$ cat src/hdl/nurt_pkg.sv
`timescale 1ns / 1ps
// ----------------------------------------------------------------------------
// nurt_pkg
// Shared constants of the neighbor utility rank table.
// ----------------------------------------------------------------------------
package nurt_pkg;
  localparam int DEPTH_DEF = 32;
  localparam logic [16:0] ONE_Q16 = 17'd65536;
  localparam logic [15:0] W_LOW_MAX = 16'd39321;
  localparam logic [15:0] W_MID_MAX = 16'd52428;
  localparam logic [16:0] W_TINY = 17'd66;
  localparam logic [0:0] REQ_BEACON = 1'b0;
  localparam logic [0:0] REQ_LIST = 1'b1;
  localparam logic [0:0] KIND_STATUS = 1'b0;
  localparam logic [0:0] KIND_LIST = 1'b1;
  localparam logic [1:0] ST_INSERTED = 2'd0;
  localparam logic [1:0] ST_UPDATED = 2'd1;
  localparam logic [1:0] ST_DROPPED = 2'd2;
  localparam logic [1:0] ST_EMPTY = 2'd3;
  localparam logic [0:0] REG_NNORM = 1'b0;
  localparam logic [0:0] REG_RNORM = 1'b1;
endpackage

$ cat src/hdl/neighbor_utility_rank_table_unit.sv
`timescale 1ns / 1ps
// ----------------------------------------------------------------------------
// neighbor_utility_rank_table_unit
// Neighbor table keyed by address, utility computed per beacon, sorted list.
// ----------------------------------------------------------------------------
// Beacon: two 32-step restoring divides on one shared unit, a weight multiply,
// then a table scan that reads and compares one entry at a time up to the
// match or the end of the list, then the status beat. List: a selection pass
// over all entries for each beat, plus output stalls. One item at a time.
// Reset clears the entry count and the control state and restores the default
// normalisers; the table memory needs no clearing pass.
module neighbor_utility_rank_table_unit
  import nurt_pkg::*;
#(
  parameter int TABLE_DEPTH = DEPTH_DEF
) (
  input  logic        clk,
  input  logic        rst_n,
  input  logic        cfg_we,
  input  logic [0:0]  cfg_index,
  input  logic [15:0] cfg_wdata,
  input  logic        in_tvalid,
  output logic        in_tready,
  input  logic [55:0] in_tdata,   // sender_addr, busy_ratio, distance, neighbor_count
  input  logic        in_tuser,   // req_type
  output logic        out_tvalid,
  input  logic        out_tready,
  output logic [31:0] out_tdata,  // entry_addr, entry_utility
  output logic [2:0]  out_tuser,  // item_kind, status[1:0]
  output logic        out_tlast   // last
);
  localparam int AW = $clog2(TABLE_DEPTH);
  localparam int CW = $clog2(TABLE_DEPTH + 1);

  typedef enum logic [3:0] {
    S_IDLE, S_DIVN, S_DIVD, S_MUL, S_SCAN, S_SCANW, S_LSTART, S_LREAD, S_LWAIT,
    S_LEMIT, S_OUT
  } state_t;

  state_t state_r;
  logic [7:0]  nnorm_r;
  logic [15:0] rnorm_r;
  logic [CW-1:0] count_r;
  logic [15:0] addr_r, cbr_r, dist_r;
  logic [16:0] nterm_r;
  logic [31:0] quo_r;
  logic [16:0] rem_r;
  logic [4:0]  step_r;
  logic [15:0] util_r;
  logic [CW-1:0] idx_r;
  logic [CW-1:0] emitted_r;
  logic [31:0] bound_r, best_r;
  logic        has_bound_r, found_r;
  logic [15:0] mem_addr [TABLE_DEPTH];
  logic [15:0] mem_util [TABLE_DEPTH];
  logic [15:0] rd_addr_r, rd_util_r;
  logic        we;
  logic [AW-1:0] waddr;
  logic [AW-1:0] raddr;
  logic        ov_r;
  logic [31:0] ov_data_r;
  logic [2:0]  ov_user_r;
  logic        ov_last_r;

  assign in_tready = (state_r == S_IDLE) && !ov_r;
  assign out_tvalid = ov_r;
  assign out_tdata = ov_data_r;
  assign out_tuser = ov_user_r;
  assign out_tlast = ov_last_r;

  // shared divider step
  logic [15:0] div_den;
  logic [16:0] trial;
  logic [16:0] rem_nxt;
  logic [31:0] quo_nxt;
  assign div_den = (state_r == S_DIVN) ? {8'd0, nnorm_r} : rnorm_r;
  always_comb begin
    trial = {rem_r[15:0], quo_r[31]} - {1'b0, div_den};
    if (!trial[16]) begin
      rem_nxt = trial;
      quo_nxt = {quo_r[30:0], 1'b1};
    end else begin
      rem_nxt = {rem_r[15:0], quo_r[31]};
      quo_nxt = {quo_r[30:0], 1'b0};
    end
  end

  logic [16:0] weight;
  logic [17:0] wsum;
  logic [34:0] prod;
  logic [16:0] dterm;
  assign dterm = (rnorm_r == 16'd0 || quo_r > {15'd0, ONE_Q16}) ? ONE_Q16 : quo_r[16:0];
  always_comb begin
    if (cbr_r <= W_LOW_MAX) weight = ONE_Q16;
    else if (cbr_r <= W_MID_MAX) weight = ONE_Q16 - {1'b0, cbr_r};
    else weight = W_TINY;
    wsum = {1'b0, nterm_r} + {1'b0, dterm};
    prod = weight * wsum;
  end

  logic [31:0] key;
  assign key = {rd_util_r, rd_addr_r};
  logic emit_ok;
  assign emit_ok = !ov_r || out_tready;
  logic ov_load;
  assign ov_load = ((state_r == S_OUT) || (state_r == S_LEMIT)) && emit_ok;

  assign raddr = idx_r[AW-1:0];
  always_ff @(posedge clk) begin
    if (we) begin
      mem_addr[waddr] <= addr_r;
      mem_util[waddr] <= util_r;
    end
    rd_addr_r <= mem_addr[raddr];
    rd_util_r <= mem_util[raddr];
  end

  always_comb begin
    we = 1'b0;
    waddr = idx_r[AW-1:0];
    if (state_r == S_SCANW) begin
      if (idx_r < count_r && rd_addr_r == addr_r) we = 1'b1;
      else if (idx_r >= count_r && count_r < CW'(TABLE_DEPTH)) we = 1'b1;
    end
  end

  always_ff @(posedge clk) begin
    if (!rst_n) begin
      state_r <= S_IDLE;
      nnorm_r <= 8'd10;
      rnorm_r <= 16'd300;
      count_r <= '0;
      ov_r <= 1'b0;
    end else begin
      if (cfg_we) begin
        if (cfg_index == REG_NNORM) nnorm_r <= cfg_wdata[7:0];
        else rnorm_r <= cfg_wdata;
      end
      if (ov_load) ov_r <= 1'b1;
      else if (ov_r && out_tready) ov_r <= 1'b0;
      unique case (state_r)
        S_IDLE: if (in_tvalid && in_tready) begin
          addr_r <= in_tdata[15:0];
          cbr_r <= in_tdata[31:16];
          dist_r <= in_tdata[47:32];
          if (in_tuser == REQ_LIST) begin
            emitted_r <= '0;
            has_bound_r <= 1'b0;
            state_r <= S_LSTART;
          end else begin
            quo_r <= {8'd0, in_tdata[55:48], 16'd0};
            rem_r <= '0;
            step_r <= '0;
            state_r <= S_DIVN;
          end
        end
        S_DIVN, S_DIVD: begin
          if (step_r == 5'd31) begin
            step_r <= '0;
            if (state_r == S_DIVN) begin
              rem_r <= '0;
              quo_r <= {dist_r, 16'd0};
              if (nnorm_r == 8'd0) nterm_r <= ONE_Q16;
              else nterm_r <= (quo_nxt > {15'd0, ONE_Q16}) ? ONE_Q16 : quo_nxt[16:0];
              state_r <= S_DIVD;
            end else begin
              rem_r <= rem_nxt;
              quo_r <= quo_nxt;
              state_r <= S_MUL;
            end
          end else begin
            rem_r <= rem_nxt;
            quo_r <= quo_nxt;
            step_r <= step_r + 5'd1;
          end
        end
        S_MUL: begin
          util_r <= (prod[34:17] > 18'd65535) ? 16'hFFFF : prod[32:17];
          idx_r <= '0;
          state_r <= S_SCAN;
        end
        S_SCAN: state_r <= S_SCANW;
        S_SCANW: begin
          if (idx_r < count_r && rd_addr_r == addr_r) begin
            ov_data_r <= {util_r, addr_r};
            ov_user_r <= {ST_UPDATED, KIND_STATUS};
            ov_last_r <= 1'b1;
            state_r <= S_OUT;
          end else if (idx_r >= count_r) begin
            ov_data_r <= {util_r, addr_r};
            ov_last_r <= 1'b1;
            if (count_r < CW'(TABLE_DEPTH)) begin
              ov_user_r <= {ST_INSERTED, KIND_STATUS};
              count_r <= count_r + CW'(1);
            end else begin
              ov_user_r <= {ST_DROPPED, KIND_STATUS};
            end
            state_r <= S_OUT;
          end else begin
            idx_r <= idx_r + CW'(1);
            state_r <= S_SCAN;
          end
        end
        S_OUT: if (emit_ok) begin
          state_r <= S_IDLE;
        end
        S_LSTART: begin
          if (count_r == '0) begin
            ov_data_r <= '0;
            ov_user_r <= {ST_EMPTY, KIND_LIST};
            ov_last_r <= 1'b1;
            state_r <= S_OUT;
          end else begin
            idx_r <= '0;
            found_r <= 1'b0;
            best_r <= '0;
            state_r <= S_LREAD;
          end
        end
        S_LREAD: state_r <= S_LWAIT;
        S_LWAIT: begin
          if ((!has_bound_r || key < bound_r) && (!found_r || key > best_r)) begin
            best_r <= key;
            found_r <= 1'b1;
          end
          if (idx_r + CW'(1) >= count_r) state_r <= S_LEMIT;
          else begin
            idx_r <= idx_r + CW'(1);
            state_r <= S_LREAD;
          end
        end
        S_LEMIT: if (emit_ok) begin
          ov_data_r <= {best_r[31:16], best_r[15:0]};
          ov_user_r <= {ST_INSERTED, KIND_LIST};
          ov_last_r <= (emitted_r + CW'(1) == count_r);
          emitted_r <= emitted_r + CW'(1);
          bound_r <= best_r;
          has_bound_r <= 1'b1;
          idx_r <= '0;
          found_r <= 1'b0;
          state_r <= (emitted_r + CW'(1) == count_r) ? S_IDLE : S_LREAD;
        end
        default: state_r <= S_IDLE;
      endcase
    end
  end

  property p_count_bound;
    @(posedge clk) disable iff (!rst_n) count_r <= CW'(TABLE_DEPTH);
  endproperty
  a_count_bound: assert property (p_count_bound) else $error("count overflow");
  a_hold: assert property (@(posedge clk) disable iff (!rst_n)
    ov_r && !out_tready |=> ov_r && $stable(ov_data_r)) else $error("beat lost");
  a_ready_idle: assert property (@(posedge clk) disable iff (!rst_n)
    in_tready |-> state_r == S_IDLE) else $error("ready while busy");
  a_best_idx: assert property (@(posedge clk) disable iff (!rst_n)
    state_r == S_LEMIT |-> found_r) else $error("list beat without entry");
endmodule
$ cat config.mk
export PLATFORM = sky130hd
export DESIGN_NAME = neighbor_utility_rank_table_unit
export DESIGN_NICKNAME = d
export VERILOG_FILES = /design/src/hdl/nurt_pkg.sv /design/src/hdl/neighbor_utility_rank_table_unit.sv
export SDC_FILE = /design/constraint.sdc
export NUM_CORES = 2
export LEC_CHECK = 0
export BUFFER_PORTS_ARGS = -buffer_cell sky130_fd_sc_hd__buf_2
export CAP_MARGIN = 5
export CORE_ASPECT_RATIO = 1.1
export CORE_MARGIN = 2
export CORE_UTILIZATION = 40
export DETAILED_ROUTE_END_ITERATION = 8
export PLACE_DENSITY = 0.6
export SETUP_SLACK_MARGIN = 0.02
export SLEW_MARGIN = 5
export SYNTH_ARGS = -nofsm -noshare
export SYNTH_HDL_FRONTEND = slang
export SYNTH_SLANG_ARGS = --single-unit
$ cat constraint.sdc
create_clock -name clk -period 14.85 [get_ports clk]
set_clock_uncertainty 0.2 [all_clocks]
set_input_delay 2.2275 -clock clk [delete_from_list [all_inputs] [get_ports clk]]
set_output_delay 2.2275 -clock clk [all_outputs]
set_load 0.05 [all_outputs]
======== Word level (Yosys, flattened, before mapping) ========
Memory sizes are Yosys's and may differ from the RTL's. A register that Yosys moved wholly into a read port is not among the register bits.
Cells that the tools add are included.
storage, ports and cells
  bits in registers ....................... 283
  bits in writable memories ............... 1,024
  input bits .............................. 79
  output and inout bits ................... 38
  word-level logic and storage cells ...... 189
  memories ................................ 2
memory list
  name      depth  bits a word  rd ports  clocked after memory_dff  wr ports  line                                    text
  mem_addr  32     16           1         1                         1         neighbor_utility_rank_table_unit.sv:54  logic [15:0] mem_addr [TABLE_DEPTH];
  mem_util  32     16           1         1                         1         neighbor_utility_rank_table_unit.sv:55  logic [15:0] mem_util [TABLE_DEPTH];
cells by class
  add/sub/neg operators ................... 7
  multipliers ............................. 1
  order comparisons ....................... 11
  eq/ne operators ......................... 26
  mux-type cells .......................... 76
  bitwise gates (word level) .............. 2
  reduce and logical (&&, ||, !) cells .... 42
operators by type and width
  kind                                                   number
  two-way mux 32 bit                                     10
  case mux 32 bit (2 select lines)                       2
  two-way mux 16 bit                                     6
  case mux 32 bit (3 select lines)                       1
  > comparator 32 x 17 -> 1 bit (second input constant)  2
  two-way mux 17 bit                                     3
  two-way mux 6 bit                                      8
  case mux 4 bit (10 select lines)                       1
  multiplier 17 x 18 -> 35 bit                           1
  > comparator 32 bit                                    1
  <= comparator 16 bit (second input constant)           2
  less-than comparator 32 bit                            1
  two-way mux 4 bit                                      8
  case mux 16 bit (2 select lines)                       1
  case mux 6 bit (5 select lines)                        1
  != test 2 bit (second input constant)                  11
  two-way mux 3 bit                                      7
  AND reduction 4 bit                                    5
  two-way mux 1 bit                                      19
  adder 17 x 17 -> 18 bit                                1
  adder 6 x 1 -> 6 bit (second input constant)           3
  > comparator 18 x 16 -> 1 bit (second input constant)  1
  subtractor 17 x 16 -> 17 bit                           1
  subtractor 17 x 16 -> 17 bit (first input constant)    1
  other kinds (35)                                       68

======== Logic depth before layout (Yosys ltp) ========
  depth in word-level cells ............... 7
  gate-level depth with buffers ........... 39
  depth with buffers taken out ............ 37

======== Worst setup path before layout ========
No wires, ideal clock.
  kind .................................... input to register
  start point ............................. in rst_n
  end point ............................... reg quo_r[0] (enable)
  library setup time ...................... 0.748 ns
  arrival time ............................ 10.731 ns
  data required time ...................... 13.902 ns
  setup slack ............................. 3.171 ns
  cell stages on the path ................. 3
  buffers on the path ..................... 0
  path through ............................ nor2b_1 nand2_1 a2111oi_0
between the ends
  word-level cells in the longest chain between the ends .. 1
ends and longest elaborated chain
  item                           line                                     text
  start: declaration             neighbor_utility_rank_table_unit.sv:18   input logic rst_n,
  AND reduction 4 bit (no line)  n/a
  end signal: assignment         neighbor_utility_rank_table_unit.sv:151  quo_r <= {8'd0, in_tdata[55:48], 16'd0};
  end signal: assignment         neighbor_utility_rank_table_unit.sv:162  quo_r <= {dist_r, 16'd0};
  end signal: assignment         neighbor_utility_rank_table_unit.sv:168  quo_r <= quo_nxt;
  end: declaration               neighbor_utility_rank_table_unit.sv:46   logic [31:0] quo_r;
No other way between the ends.
A chain may end at the register's enable or synchronous reset.

======== Worst setup path after layout ========
  start point ............................. reg rnorm_r[3]
  end point ............................... reg util_r[1], data pin
between the ends
  word-level cells in the longest chain between the ends .. 6
ends and longest elaborated chain
  item                            line                                     text
  start: declaration              neighbor_utility_rank_table_unit.sv:42   logic [15:0] rnorm_r;
  start signal: assignment        neighbor_utility_rank_table_unit.sv:137  else rnorm_r <= cfg_wdata;
  logical NOT 16 bit *            neighbor_utility_rank_table_unit.sv:92   assign dterm = (rnorm_r == 16'd0 || quo_r > {15'd0, ONE_Q16}) ? ONE_Q16 : quo_r[16:0];
  logical OR 1 bit *              neighbor_utility_rank_table_unit.sv:92
  two-way mux 17 bit *            neighbor_utility_rank_table_unit.sv:92
  adder 17 x 17 -> 18 bit *       neighbor_utility_rank_table_unit.sv:97   wsum = {1'b0, nterm_r} + {1'b0, dterm};
  multiplier 17 x 18 -> 35 bit *  neighbor_utility_rank_table_unit.sv:98   prod = weight * wsum;
  > comparator 18 x 16 -> 1 bit   neighbor_utility_rank_table_unit.sv:178  util_r <= (prod[34:17] > 18'd65535) ? 16'hFFFF : prod[32:17];
  end signal: assignment          neighbor_utility_rank_table_unit.sv:178
  end: declaration                neighbor_utility_rank_table_unit.sv:49   logic [15:0] util_r;
Mark *: on every way between the ends. The rest lies on a longest branch, timed or not.

==> results.toml <==
[run_status]
outcome = "finished, final reports clean"

[cells_and_area]
area_delta_synth_final_pct = 12.6
nFillCells = 13800
final_util_pct = 45.3
fin_nets = 4813
drive_above_1_share_pct = 16.4

[floorplan]
die-height_microns = 422
dieArea_sq_um = 162000
start_util_pct = 40.2
die_w_microns = 384
core-area_sq_um = 158000
ios = 117
rows = 153

[power_and_ir_drop]
clock_power_share_pct = 36.0
seqPwrFrac_pct = 48.2
p_comb_share_pct = 15.8
cellLeakagePower_nw = 25.6
vdd.ir_drop.worst_mv = 0.0929
p_switching_mw = 2.52
swShare_pct = 27.0
power_mw = 9.34
powerDensity_nw_per_um2 = 131
p_int_mw = 6.81

[global_route]
overflow = 0
grt_pass1_vias = 36200
grt_use_total_pct = 20.1
antenna_found_initial = 9
grt_pass1_wl_mm = 239
grt_start_max_net_pins = 135

[critical_path]
crit_fanout = 16
slowest_stage = "mux2i_1"
cp-start-kind = "flip-flop"
cp_common_cell = "fa_1"
max_stage_delay_ns = 0.91
cp.arrival_ns = 11.51
endpoint_kind = "flip-flop"
regToRegSetupSlack_ns = 3.75
required_ns = 15.26
worstSetupPathType = "flip-flop to flip-flop"

[yosys]
synth_ff_type = "edfxtp_1"
synth-edff-count = 1272
synth_cells = 4080
mappedNetlistArea_sq_um = 63400
syn_avg_cell_area_sq_um = 15.5
ys_async_sr_fraction_pct = 0
ys_warn_count = 0
synth_cell_types = 65
yosysSeqAreaShare_pct = 62.3
yosys_register_bits = 1339

[clock_tree]
numClockSinks = 1339
cts_max_path_buffers = 3
clkSlewWorstSetupHoldPaths_ns = 0.06
htreeDepth = 4
clk-insertion-delay-late_ns = 0.78
cts_made_buffers = 134
cts_tree = "yes"
cts_hold_buf = 0
cts_root_buffer = "clkbuf_16"
post_cts_buffers = 0
cts.repair.resized = 0

[detailed_routing]
first_iter_violations = 3833
ant_nets = 0
firstDrtPassIters = 5
avgViaCountPerCell = 5.51
num_vias = 35700
routedWlPerCell_microns = 25.1
drc = 0
wl_mm = 162

[flow_run]
drv_cap = 0

[timing]
setup_violations = 0
fin_ws_ns = 3.75
hold_ws_ns = 0.245
slew_viol_final = 0
min_period_over_period_pct = 74.7
slew_headroom_pct = 15.9
fin_crit_ns = 11.10
final.setup.tns_ns = 0
rsz0062_at_grt = "no"
tightest_slew_ns = 1.25
hold_viol_final = 0
timing.fmax_mhz = 90.1

[placed_design]
dpl_worst_slack_ns = 3.77
dp_hpwl_mm = 98.8
gp_congestion = 0.856
io_buffers = 116

[hold_path]
min_path_type = "flip-flop to flip-flop"
path summary, 6_finish.rpt:
path | cells past startpoint | from | end
max | 35 | rnorm_r[3] | util_r[1]
min | 0 | best_r[25] | bound_r[25]
max reg2reg | 35 | rnorm_r[3] | util_r[1]
min reg2reg | 0 | best_r[25] | bound_r[25]
logic make-up after synthesis:
family                     share of synthesized area, %
DFF                                                62.3
and+or+nand+nor                                    6.81
buffers and inverters                              3.32
adders and majority gates                          12.0
AOI/OAI and AO/OA                                  4.54
muxes                                              9.53
xor gates and xnor gates                           1.45
other                                            0.0118
state kept, by name, summed over array words and instances (netlist names), 17 cells and up:
name,cells
quo_r,32
nterm_r,17
mem_addr,512
out_tdata,32
best_r,32
bound_r,32
mem_util,512
cell usage in the layout, fill, tap and decap left out, types with 99 or more instances in the layout:
| cell type | netlist | final |
|---|---|---|
| ha_1 | 226 | 226 |
| fa_1 | 239 | 239 |
| and2_1 | 101 | 99 |
| nand2_1 | 313 | 313 |
| buf_2 | 16 | 116 |
| inv_1 | 386 | 386 |
| edfxtp_1 | 1272 | 1272 |
| clkbuf_16 | 0 | 135 |
| nor2_1 | 192 | 158 |
| a22oi_1 | 128 | 128 |
| mux4_2 | 256 | 256 |
power by group through the flow:
stage / clock [mW] / sequential, mW / combinational [mW]
after floorplan: 0 / 4.56 / 1.03
after global placement: 0 / 4.58 / 1.47
after detailed placement: 0 / 4.58 / 1.48
after CTS: 3.41 / 4.50 / 1.49
after global routing: 3.55 / 4.52 / 1.64
final: 3.36 / 4.50 / 1.48
Yosys cell counts (67+ instances only):
master / n / area (sq um)
nand2_1: 313 / 1170
a21oi_1: 73 / 365
edfxtp_1: 1272 / 38200
nor2_1: 192 / 721
clkbuf_1: 126 / 473
a22oi_1: 128 / 961
ha_1: 226 / 2830
fa_1: 239 / 4780
dfxtp_1: 67 / 1340
and2_1: 101 / 632
o21ai_0: 79 / 395
inv_1: 386 / 1450
mux4_2: 256 / 5770
xnor2_1: 72 / 631
worst max-delay path, delay by kind of cell, from the launching register on:
kind                       cells  cell delay, ns
adders and majority gates      9            4.03
AOI/OAI and AO/OA             13            2.80
and+or+nand+nor                7            1.53
muxes                          1            0.91
xor gates and xnor gates       1            0.79
DFF                            1            0.33
buffers and inverters          4            0.33
metal layers:
layer,vias to the layer above,track usage [%],share of wire [%]
li1,15500,-,-
met1,18700,29.1,43
met2,1270,31.6,47
met3,209,3.18,7.0
met4,10,5.48,2.5
met5,-,0,0.038
through the flow:
stage / area (sq um) / std cells
2_1_floorplan: 63500 / 4096
3_3_place_gp: 67100 / 6224
3_5_place_dp: 67100 / 6224
6_report: 71400 / 6476
5_1_grt: 71400 / 6474
4_1_cts: 71400 / 6470
cell type report:
type | count | area (sq um) | share of cell area, %
repair buffers | 206 | 1310 | 1.83
multi-input cells | 2202 | 22200 | 31.1
diodes | 5 | 12.5 | 0.0175
well taps | 2092 | 2620 | 3.66
flip-flops and latches | 1339 | 39500 | 55.4
clock inverters | 62 | 681 | 0.953
inverters | 386 | 1450 | 2.03
clock buffers | 184 | 3640 | 5.10
Note: power is estimated with default switching activity, not from simulation.
